===== src/rtl/core/ect_pkg.sv =====
// ----------------------------------------------------------------------------
// ect_pkg
// Shared widths, reciprocal constants, month table and stage structs for the
// epoch seconds to civil time converter.
// ----------------------------------------------------------------------------
package ect_pkg;

  // Field widths
  localparam int SEC_W  = 32;   // epoch seconds
  localparam int OFS_W  = 18;   // UTC offset register
  localparam int SUM_W  = 34;   // signed sum of seconds, offset and bias
  localparam int T_W    = 33;   // biased seconds, always positive
  localparam int DAY_W  = 16;   // days since 1901-01-01
  localparam int SOD_W  = 17;   // second of day
  localparam int YEAR_W = 11;
  localparam int DOY_W  = 9;

  // Configuration register indexes
  localparam logic [1:0] REG_UTC_OFFSET = 2'd0;
  localparam logic [1:0] REG_DST_ACTIVE = 2'd1;

  // Seconds from 1901-01-01 to 1970-01-01 (25202 days). Day zero is a Tuesday
  // and starts a four-year cycle; every fourth year is leap up to 2099.
  localparam logic [SUM_W-1:0] EPOCH_BIAS = 34'd2177452800;
  localparam logic [YEAR_W-1:0] BASE_YEAR  = 11'd1901;
  localparam logic [2:0]        BASE_WDAY  = 3'd2;

  // 86400 = 128 * 675; floor reciprocals, quotient low by at most one
  localparam logic [26:0] RCP_675  = 27'd101806632;  // 2^36 / 675
  localparam logic [15:0] RCP_1461 = 16'd45933;      // 2^26 / 1461
  localparam logic [13:0] RCP_7    = 14'd9362;       // 2^16 / 7
  localparam logic [16:0] RCP_3600 = 17'd74565;      // 2^28 / 3600
  localparam logic [12:0] RCP_60   = 13'd4369;       // 2^18 / 60

  localparam logic [10:0] DAY_HI_DIV = 11'd675;
  localparam logic [11:0] CYC_DAYS   = 12'd1461;
  localparam logic [8:0]  YEAR_DAYS  = 9'd365;
  localparam logic [12:0] SEC_HOUR   = 13'd3600;
  localparam logic [6:0]  SEC_MIN    = 7'd60;
  localparam logic [3:0]  WEEK_DAYS  = 4'd7;

  // Cumulative days before each month
  localparam logic [8:0] CUM_NORM [13] = '{9'd0, 9'd31, 9'd59, 9'd90, 9'd120, 9'd151,
    9'd181, 9'd212, 9'd243, 9'd273, 9'd304, 9'd334, 9'd365};
  localparam logic [8:0] CUM_LEAP [13] = '{9'd0, 9'd31, 9'd60, 9'd91, 9'd121, 9'd152,
    9'd182, 9'd213, 9'd244, 9'd274, 9'd305, 9'd335, 9'd366};

  function automatic logic [8:0] cum_days(input logic leap, input logic [3:0] mon);
    cum_days = leap ? CUM_LEAP[mon] : CUM_NORM[mon];
  endfunction

  // Day split front end to calendar back end
  typedef struct packed {
    logic             vld;
    logic             dst;
    logic [DAY_W-1:0] days;
    logic [SOD_W-1:0] sod;
  } ect_days_t;

  // Finished result
  typedef struct packed {
    logic              vld;
    logic [YEAR_W-1:0] year;
    logic [3:0]        month;
    logic [4:0]        mday;
    logic [DOY_W-1:0]  yday;
    logic [2:0]        wday;
    logic [4:0]        hour;
    logic [5:0]        minute;
    logic [5:0]        second;
    logic              dst;
  } ect_result_t;

endpackage


===== src/rtl/core/ect_day_split.sv =====
// ----------------------------------------------------------------------------
// ect_day_split
// Three-stage front end: applies offset and bias, then splits the biased
// seconds into whole days and second of day by reciprocal multiplication.
// ----------------------------------------------------------------------------
module ect_day_split
  import ect_pkg::*;
(
  input  logic             clk,
  input  logic             rst_n,
  input  logic             req_vld,
  input  logic [SEC_W-1:0] req_secs,
  input  logic             req_local,
  input  logic [OFS_W-1:0] utc_ofs,
  input  logic             dst_on,
  output ect_days_t        days_out
);

  // Stage 1: biased seconds
  logic             s1_vld_r;
  logic             s1_dst_r;
  logic [T_W-1:0]   s1_t_r;
  logic [SUM_W-1:0] sum_nxt;

  always_comb begin
    sum_nxt = {{(SUM_W-SEC_W){req_secs[SEC_W-1]}}, req_secs} + EPOCH_BIAS;
    if (req_local) begin
      sum_nxt = sum_nxt + {{(SUM_W-OFS_W){utc_ofs[OFS_W-1]}}, utc_ofs};
    end
  end

  always_ff @(posedge clk) begin
    if (!rst_n) begin
      s1_vld_r <= 1'b0;
    end else begin
      s1_vld_r <= req_vld;
    end
    s1_t_r   <= sum_nxt[T_W-1:0];
    s1_dst_r <= req_local & dst_on;
  end

  // Stage 2: estimate days = (t >> 7) / 675
  logic             s2_vld_r;
  logic             s2_dst_r;
  logic [DAY_W-1:0] s2_q_r;
  logic [10:0]      s2_nlo_r;
  logic [6:0]       s2_lo7_r;
  logic [52:0]      day_prod;

  assign day_prod = 53'(s1_t_r[T_W-1:7]) * 53'(RCP_675);

  always_ff @(posedge clk) begin
    if (!rst_n) begin
      s2_vld_r <= 1'b0;
    end else begin
      s2_vld_r <= s1_vld_r;
    end
    s2_q_r   <= day_prod[51:36];
    s2_nlo_r <= s1_t_r[17:7];
    s2_lo7_r <= s1_t_r[6:0];
    s2_dst_r <= s1_dst_r;
  end

  // Stage 3: remainder and one-step correction
  logic [25:0]      q_mul;
  logic [10:0]      rem_raw;
  logic [10:0]      rem_fix;
  logic [DAY_W-1:0] days_fix;

  always_comb begin
    q_mul    = 26'(s2_q_r) * 26'(DAY_HI_DIV);
    rem_raw  = s2_nlo_r - q_mul[10:0];
    rem_fix  = rem_raw;
    days_fix = s2_q_r;
    if (rem_raw >= DAY_HI_DIV) begin
      rem_fix  = rem_raw - DAY_HI_DIV;
      days_fix = s2_q_r + 16'd1;
    end
  end

  ect_days_t s3_r;

  always_ff @(posedge clk) begin
    if (!rst_n) begin
      s3_r.vld <= 1'b0;
    end else begin
      s3_r.vld <= s2_vld_r;
    end
    s3_r.dst  <= s2_dst_r;
    s3_r.days <= days_fix;
    s3_r.sod  <= {rem_fix[9:0], s2_lo7_r};
  end

  assign days_out = s3_r;

`ifndef NO_ASSERTIONS
  a_sod_range: assert property (@(posedge clk) disable iff (!rst_n)
    s3_r.vld |-> s3_r.sod < 17'd86400)
    else $error("second of day out of range");

  a_day_est: assert property (@(posedge clk) disable iff (!rst_n)
    s2_vld_r |-> rem_raw < 11'd1350)
    else $error("day quotient estimate off by more than one");
`endif

endmodule


===== src/rtl/core/ect_civil.sv =====
// ----------------------------------------------------------------------------
// ect_civil
// Four-stage back end: year, day of year, month, day of month and weekday
// from the day count; hour, minute and second from the second of day.
// ----------------------------------------------------------------------------
module ect_civil
  import ect_pkg::*;
(
  input  logic        clk,
  input  logic        rst_n,
  input  ect_days_t   days_in,
  output ect_result_t res_out
);

  // Stage 4: quotient estimates
  logic             s4_vld_r;
  logic             s4_dst_r;
  logic [DAY_W-1:0] s4_days_r;
  logic [SOD_W-1:0] s4_sod_r;
  logic [5:0]       s4_yq_r;
  logic [12:0]      s4_wq_r;
  logic [4:0]       s4_hq_r;
  logic [31:0]      cyc_prod;
  logic [29:0]      wk_prod;
  logic [33:0]      hr_prod;

  assign cyc_prod = 32'(days_in.days) * 32'(RCP_1461);
  assign wk_prod  = 30'(days_in.days) * 30'(RCP_7);
  assign hr_prod  = 34'(days_in.sod) * 34'(RCP_3600);

  always_ff @(posedge clk) begin
    if (!rst_n) begin
      s4_vld_r <= 1'b0;
    end else begin
      s4_vld_r <= days_in.vld;
    end
    s4_dst_r  <= days_in.dst;
    s4_days_r <= days_in.days;
    s4_sod_r  <= days_in.sod;
    s4_yq_r   <= cyc_prod[31:26];
    s4_wq_r   <= wk_prod[28:16];
    s4_hq_r   <= hr_prod[32:28];
  end

  // Stage 5: remainders and corrections
  logic [16:0] cyc_mul;
  logic [11:0] dc_raw;
  logic [10:0] dc_fix;
  logic [5:0]  cyc_fix;
  logic [16:0] wk_mul;
  logic [3:0]  wr_raw;
  logic [3:0]  wr_fix;
  logic [3:0]  wd_sum;
  logic [2:0]  wd_fix;
  logic [17:0] hr_mul;
  logic [12:0] hr_raw;
  logic [11:0] hr_rem;
  logic [4:0]  hr_fix;

  always_comb begin
    cyc_mul = 17'(s4_yq_r) * 17'(CYC_DAYS);
    dc_raw  = s4_days_r[11:0] - cyc_mul[11:0];
    dc_fix  = dc_raw[10:0];
    cyc_fix = s4_yq_r;
    if (dc_raw >= CYC_DAYS) begin
      dc_fix  = 11'(dc_raw - CYC_DAYS);
      cyc_fix = s4_yq_r + 6'd1;
    end

    wk_mul = 17'(s4_wq_r) * 17'(WEEK_DAYS);
    wr_raw = s4_days_r[3:0] - wk_mul[3:0];
    wr_fix = (wr_raw >= WEEK_DAYS) ? wr_raw - WEEK_DAYS : wr_raw;
    wd_sum = wr_fix + 4'(BASE_WDAY);
    wd_fix = (wd_sum >= WEEK_DAYS) ? 3'(wd_sum - WEEK_DAYS) : wd_sum[2:0];

    hr_mul = 18'(s4_hq_r) * 18'(SEC_HOUR);
    hr_raw = s4_sod_r[12:0] - hr_mul[12:0];
    hr_rem = hr_raw[11:0];
    hr_fix = s4_hq_r;
    if (hr_raw >= SEC_HOUR) begin
      hr_rem = 12'(hr_raw - SEC_HOUR);
      hr_fix = s4_hq_r + 5'd1;
    end
  end

  logic        s5_vld_r;
  logic        s5_dst_r;
  logic [5:0]  s5_cyc_r;
  logic [10:0] s5_dc_r;
  logic [2:0]  s5_wd_r;
  logic [4:0]  s5_hour_r;
  logic [11:0] s5_hrem_r;

  always_ff @(posedge clk) begin
    if (!rst_n) begin
      s5_vld_r <= 1'b0;
    end else begin
      s5_vld_r <= s4_vld_r;
    end
    s5_dst_r  <= s4_dst_r;
    s5_cyc_r  <= cyc_fix;
    s5_dc_r   <= dc_fix;
    s5_wd_r   <= wd_fix;
    s5_hour_r <= hr_fix;
    s5_hrem_r <= hr_rem;
  end

  // Stage 6: year within cycle, minute estimate
  logic [1:0]        yic;
  logic [10:0]       yic_days;
  logic [24:0]       min_prod;
  logic [YEAR_W-1:0] year_nxt;

  always_comb begin
    if (s5_dc_r >= 11'd1095) begin
      yic = 2'd3;
    end else if (s5_dc_r >= 11'd730) begin
      yic = 2'd2;
    end else if (s5_dc_r >= 11'd365) begin
      yic = 2'd1;
    end else begin
      yic = 2'd0;
    end
    yic_days = 11'(yic) * 11'(YEAR_DAYS);
    year_nxt = BASE_YEAR + {3'd0, s5_cyc_r, 2'b00} + 11'(yic);
    min_prod = 25'(s5_hrem_r) * 25'(RCP_60);
  end

  logic              s6_vld_r;
  logic              s6_dst_r;
  logic [YEAR_W-1:0] s6_year_r;
  logic [DOY_W-1:0]  s6_doy_r;
  logic              s6_leap_r;
  logic [2:0]        s6_wd_r;
  logic [4:0]        s6_hour_r;
  logic [11:0]       s6_hrem_r;
  logic [5:0]        s6_mq_r;

  always_ff @(posedge clk) begin
    if (!rst_n) begin
      s6_vld_r <= 1'b0;
    end else begin
      s6_vld_r <= s5_vld_r;
    end
    s6_dst_r  <= s5_dst_r;
    s6_year_r <= year_nxt;
    s6_doy_r  <= 9'(s5_dc_r - yic_days);
    s6_leap_r <= (yic == 2'd3);
    s6_wd_r   <= s5_wd_r;
    s6_hour_r <= s5_hour_r;
    s6_hrem_r <= s5_hrem_r;
    s6_mq_r   <= min_prod[23:18];
  end

  // Stage 7: month search, minute and second
  logic [3:0]  mon;
  logic [8:0]  mday_raw;
  logic [12:0] min_mul;
  logic [6:0]  sec_raw;
  logic [5:0]  sec_fix;
  logic [5:0]  min_fix;

  always_comb begin
    mon = 4'd0;
    for (int k = 1; k < 12; k++) begin
      if (s6_doy_r >= cum_days(s6_leap_r, 4'(k))) begin
        mon = mon + 4'd1;
      end
    end
    mday_raw = s6_doy_r - cum_days(s6_leap_r, mon) + 9'd1;

    min_mul = 13'(s6_mq_r) * 13'(SEC_MIN);
    sec_raw = s6_hrem_r[6:0] - min_mul[6:0];
    sec_fix = sec_raw[5:0];
    min_fix = s6_mq_r;
    if (sec_raw >= SEC_MIN) begin
      sec_fix = 6'(sec_raw - SEC_MIN);
      min_fix = s6_mq_r + 6'd1;
    end
  end

  ect_result_t s7_r;

  always_ff @(posedge clk) begin
    if (!rst_n) begin
      s7_r.vld <= 1'b0;
    end else begin
      s7_r.vld <= s6_vld_r;
    end
    s7_r.year   <= s6_year_r;
    s7_r.month  <= mon;
    s7_r.mday   <= mday_raw[4:0];
    s7_r.yday   <= s6_doy_r;
    s7_r.wday   <= s6_wd_r;
    s7_r.hour   <= s6_hour_r;
    s7_r.minute <= min_fix;
    s7_r.second <= sec_fix;
    s7_r.dst    <= s6_dst_r;
  end

  assign res_out = s7_r;

`ifndef NO_ASSERTIONS
  a_date_range: assert property (@(posedge clk) disable iff (!rst_n)
    s7_r.vld |-> (s7_r.month <= 4'd11) && (s7_r.mday != 5'd0) && (s7_r.wday <= 3'd6))
    else $error("date field out of range");

  a_time_range: assert property (@(posedge clk) disable iff (!rst_n)
    s7_r.vld |-> (s7_r.hour <= 5'd23) && (s7_r.minute <= 6'd59) && (s7_r.second <= 6'd59))
    else $error("time field out of range");
`endif

endmodule


===== src/rtl/core/epoch_seconds_to_civil_time.sv =====
// Throughput: one request per cycle while busy is low; the seven-stage pipeline never stalls.
// busy is high during reset, is cleared by the first clock edge out of reset, then stays low.
// Reset (synchronous, active low) clears all valid bits and the registers to
// zero offset and daylight off; config writes are taken every cycle out of reset.
// ----------------------------------------------------------------------------
// epoch_seconds_to_civil_time
// Converts signed epoch seconds to Gregorian date and time of day, in UTC or
// with the configured local offset.
// ----------------------------------------------------------------------------
module epoch_seconds_to_civil_time
  import ect_pkg::*;
(
  input  logic              clk,
  input  logic              rst_n,
  // request
  input  logic              start,
  output logic              busy,
  input  logic [SEC_W-1:0]  in_epoch_seconds,
  input  logic              in_local_mode,
  // configuration
  input  logic              cfg_valid,
  output logic              cfg_ready,
  input  logic [1:0]        cfg_index,
  input  logic [OFS_W-1:0]  cfg_data,
  // result
  output logic              out_valid,
  output logic [YEAR_W-1:0] out_full_year,
  output logic [3:0]        out_month_index,
  output logic [4:0]        out_day_of_month,
  output logic [DOY_W-1:0]  out_day_of_year,
  output logic [2:0]        out_weekday,
  output logic [4:0]        out_hour_of_day,
  output logic [5:0]        out_minute_of_hour,
  output logic [5:0]        out_second_of_minute,
  output logic              out_daylight_flag
);

  // Configuration registers
  logic [OFS_W-1:0] ofs_r;
  logic             dst_r;
  logic             busy_r;

  assign cfg_ready = 1'b1;

  always_ff @(posedge clk) begin
    if (!rst_n) begin
      ofs_r  <= '0;
      dst_r  <= 1'b0;
      busy_r <= 1'b1;
    end else begin
      busy_r <= 1'b0;
      if (cfg_valid && cfg_ready) begin
        case (cfg_index)
          REG_UTC_OFFSET: ofs_r <= cfg_data;
          REG_DST_ACTIVE: dst_r <= cfg_data[0];
          default: ;
        endcase
      end
    end
  end

  assign busy = busy_r;

  // Pipeline
  ect_days_t   days_w;
  ect_result_t res_w;

  ect_day_split u_split (
    .clk      (clk),
    .rst_n    (rst_n),
    .req_vld  (start && !busy_r),
    .req_secs (in_epoch_seconds),
    .req_local(in_local_mode),
    .utc_ofs  (ofs_r),
    .dst_on   (dst_r),
    .days_out (days_w)
  );

  ect_civil u_civil (
    .clk    (clk),
    .rst_n  (rst_n),
    .days_in(days_w),
    .res_out(res_w)
  );

  assign out_valid            = res_w.vld;
  assign out_full_year        = res_w.year;
  assign out_month_index      = res_w.month;
  assign out_day_of_month     = res_w.mday;
  assign out_day_of_year      = res_w.yday;
  assign out_weekday          = res_w.wday;
  assign out_hour_of_day      = res_w.hour;
  assign out_minute_of_hour   = res_w.minute;
  assign out_second_of_minute = res_w.second;
  assign out_daylight_flag    = res_w.dst;

endmodule


===== config.mk =====
export PLATFORM = sky130hd
export DESIGN_NAME = epoch_seconds_to_civil_time
export DESIGN_NICKNAME = d
export VERILOG_FILES = /design/src/rtl/core/ect_pkg.sv /design/src/rtl/core/ect_day_split.sv /design/src/rtl/core/ect_civil.sv /design/src/rtl/core/epoch_seconds_to_civil_time.sv
export SDC_FILE = /design/constraint.sdc
export NUM_CORES = 2
export LEC_CHECK = 0
export BUFFER_PORTS_ARGS = -buffer_cell sky130_fd_sc_hd__buf_2
export CAP_MARGIN = 20
export CORE_MARGIN = 4
export CORE_UTILIZATION = 54
export CTS_BUF_LIST = sky130_fd_sc_hd__clkbuf_8
export DETAILED_ROUTE_END_ITERATION = 8
export PLACE_DENSITY = 0.71
export SLEW_MARGIN = 20
export SYNTH_ARGS = -nofsm -noshare
export SYNTH_HDL_FRONTEND = slang
export SYNTH_HIERARCHICAL = 1
export SYNTH_SLANG_ARGS = --single-unit

===== constraint.sdc =====
create_clock -name clk -period 20.2 [get_ports clk]
set_clock_uncertainty 0.05 [all_clocks]
set_input_delay 4.04 -clock clk [delete_from_list [all_inputs] [get_ports clk]]
set_output_delay 4.04 -clock clk [all_outputs]
set_load 0.01 [all_outputs]

==> key figures <==
Clock network
  • CTS tree: yes
  • CTS Hold Bufs: 0
  • Clk sinks: 302
  • Cts repair resizes: 0
  • H-tree depth: 2
  • Clock Tree Buf Depth: 3
  • CTS buffer count: 52
  • Clock root cell: clkbuf_8
  • Skew-Pair Late Insertion Delay: 0.63 ns
  • Clk pin slew, worst setup/hold paths: 0.06 ns
  • Post-CTS Setup Bufs: 0

Timing
  • RSZ-0062 raised after global routing: no
  • Fmax: 111 MHz
  • Worst Tran Pin Value: 0.885 ns
  • Final setup viols: 0
  • Period utilisation layout: 44.8%
  • Fin. Hold Viols: 0
  • Setup total negative slack: 0 ns
  • Final Critical Period: 9.04 ns
  • Final worst slack: 11.16 ns
  • Slew Limit Fails: 0
  • Worst hold slack: 0.264 ns
  • Slew HR: 40.9%

Place
  • DP HPWL: 58000 um
  • Placed inst area: 37500 sq um
  • Gpl congestion: 0.893
  • PortBufs: 108
  • Pre-CTS worst setup slack: 11.16 ns

Global routing
  • Antenna violations before repair: 2
  • Tot GR Track Use: 20.4%
  • First-pass GRT wire length: 120000 um
  • Vias in the first global route: 25000
  • Grt ovf: 0
  • Largest net degree at the start of global routing: 46

Worst setup path
  • Worst EP required: 20.70 ns
  • CP startpoint kind: flip-flop
  • Crit. End Element: flip-flop
  • Critical Path Max Stage Delay: 0.56 ns
  • Buffers & Inverters on Critical Path: 4
  • CP max FO: 10
  • Crit-path slowest cell: dfxtp_1
  • Kind of critical path: reg -> reg
  • WP data arrival: 9.54 ns
  • Crit-path leading delay family: adder cells
  • Crit path top cell by count: ha_1

Cells and area
  • Fillers: 5670
  • Final Cell Area: 38600 sq um
  • Layout area overhead: 7.29%
  • N_diodes: 0
  • Nets: 5021
  • Ratio of cells with drive above 1 in the final layout: 7.17%

Routing
  • DRC Markers: 0
  • Antenna Nets Post-Route: 0
  • DR pass1 iterations: 5
  • DR WL/cell: 15.1 um
  • Post-Route WL: 69900 um
  • Total number of vias: 24200
  • Initial DRC count: 941
  • Via density: 5.22

Hold path
  • Worst Hold Class: reg -> reg

Yosys
  • Post-synth top area cell: ha_1
  • Asr flop ratio synth: 0%
  • Post-synth EDFFs: 0
  • Yosys reg bits: 302
  • Mean area per synthesized cell: 10.0 sq um
  • Sequential area share after synthesis: 16.8%
  • Distinct cells, synth: 104
  • Top cell type's share of synthesized area: 29.4%
  • Count leader, synth: ha_1
  • Synth warnings: 6
  • Syn Nets: 4879
  • Main synth FF type: dfxtp_1
  • Post-Syn Instances: 3584
  • Commonest cells in the netlist: 845 x ha_1, 733 x inv_1, 393 x fa_1, 302 x dfxtp_1, 173 x xnor2_1
  • Ranking of synthesized cells by area: ha_1 29%, fa_1 22%, dfxtp_1 17%
  • Mapped cell area: 36000 sq um

Status
  • Outcome: finished, final reports clean

Die
  • Initial cell density of the core: 54.6%
  • Die height: 266 um
  • Die width: 266 um
  • Die area: 70800 sq um
  • # rows: 94
  • # IOs: 110
  • Core Area: 65900 sq um

Run
  • Max Cap Viol: 0
[final cells by class]
cell class / instances / area [sq um] / area share (%)
Multi-Input combinational cell: 2522 / 27000 / 70.0
Clock inverter: 37 / 298 / 0.771
Tap cell: 864 / 1080 / 2.80
Inverter: 735 / 2760 / 7.15
Sequential cell: 302 / 6050 / 15.7
Clock buffer: 59 / 812 / 2.10
Timing Repair Buffer: 113 / 586 / 1.52
[registers in the layout, indices dropped and copies added (netlist names), 6 cells and up]
signal             cells
u_civil/s6_doy_r       9
u_split/s2_lo7_r       7
u_civil/res_out       51
u_civil/s6_hrem_r      7
u_civil/s4_sod_r      13
u_split/s1_t_r        33
u_split/s2_nlo_r      11
u_civil/s4_yq_r        6
u_civil/s5_dc_r       11
u_split/s2_q_r        16
u_civil/s6_mq_r        6
u_split/days_out      35
u_civil/s5_cyc_r       6
u_civil/s4_days_r     12
u_civil/s6_year_r     11
ofs_r                 18
u_civil/s5_hrem_r     12
[layer usage]
| layer | vias up | wire length (um) | track usage, % | part of all wire (%) |
|---|---|---|---|---|
| met1 | 11600 | 31300 | 26.6 | 45 |
| met4 | 4 | 1610 | 5.35 | 2.3 |
| met5 | - | 27 | 0 | 0.039 |
| li1 | 12100 | - | - | - |
| met2 | 333 | 34300 | 35.8 | 49 |
| met3 | 96 | 2600 | 2.88 | 3.7 |
[cell families (layout without fill, tap and decap cells)]
group / Yosys count / in the layout / synth area share [%]
AOI/OAI and AO/OA: 478 / 478 / 8.67
and+or+nand+nor: 504 / 504 / 7.15
other: 1 / 1 / 0.0104
muxes: 49 / 49 / 1.46
xor gates and xnor gates: 252 / 252 / 6.52
adders and majority gates: 1238 / 1238 / 51.3
buffers and inverters: 760 / 944 / 8.13
DFF: 302 / 302 / 16.8
[layout by cell type, fill, tap and decap left out, types with 15 or more instances in the layout]
master | synthesis | layout
nor2_1 | 97 | 97
o21bai_1 | 16 | 15
and3_1 | 17 | 17
a21o_1 | 59 | 59
a21oi_1 | 124 | 124
nor3_1 | 38 | 38
mux2i_1 | 30 | 30
fa_1 | 393 | 393
inv_1 | 733 | 743
dfxtp_1 | 302 | 302
xor2_1 | 70 | 70
nand4_1 | 19 | 19
and2_1 | 17 | 17
clkbuf_8 | 0 | 59
ha_1 | 845 | 845
clkinv_2 | 1 | 17
o211ai_1 | 17 | 17
o21ai_0 | 111 | 111
mux2_2 | 16 | 16
nor2b_1 | 29 | 29
nand3_1 | 37 | 37
buf_2 | 5 | 108
nand2_1 | 156 | 156
xnor2_1 | 173 | 173
nand2b_1 | 26 | 26
o21a_1 | 26 | 26
[through the flow]
stage	std cells	utilization (%)
2_1_floorplan	3584	-
3_3_place_gp	4535	56.9
3_5_place_dp	4535	56.9
4_1_cts	4631	58.6
5_1_grt	4632	58.6
6_report	4632	58.6
[worst paths after layout]
check	slack (ns)	endpoint	startpoint	depth (start not counted)
hold reg to reg	0.26	u_split/days_out[1]	u_split/s2_lo7_r[1]	0
hold / removal	0.26	u_split/days_out[1]	u_split/s2_lo7_r[1]	0
setup / recovery	11.16	u_civil/res_out[34]	u_civil/s6_leap_r	43
setup reg to reg	11.16	u_civil/res_out[34]	u_civil/s6_leap_r	43
Power is left out: the tool's default activity adds up to more than one toggle a clock period on the data nets, which glitch-free logic cannot reach.
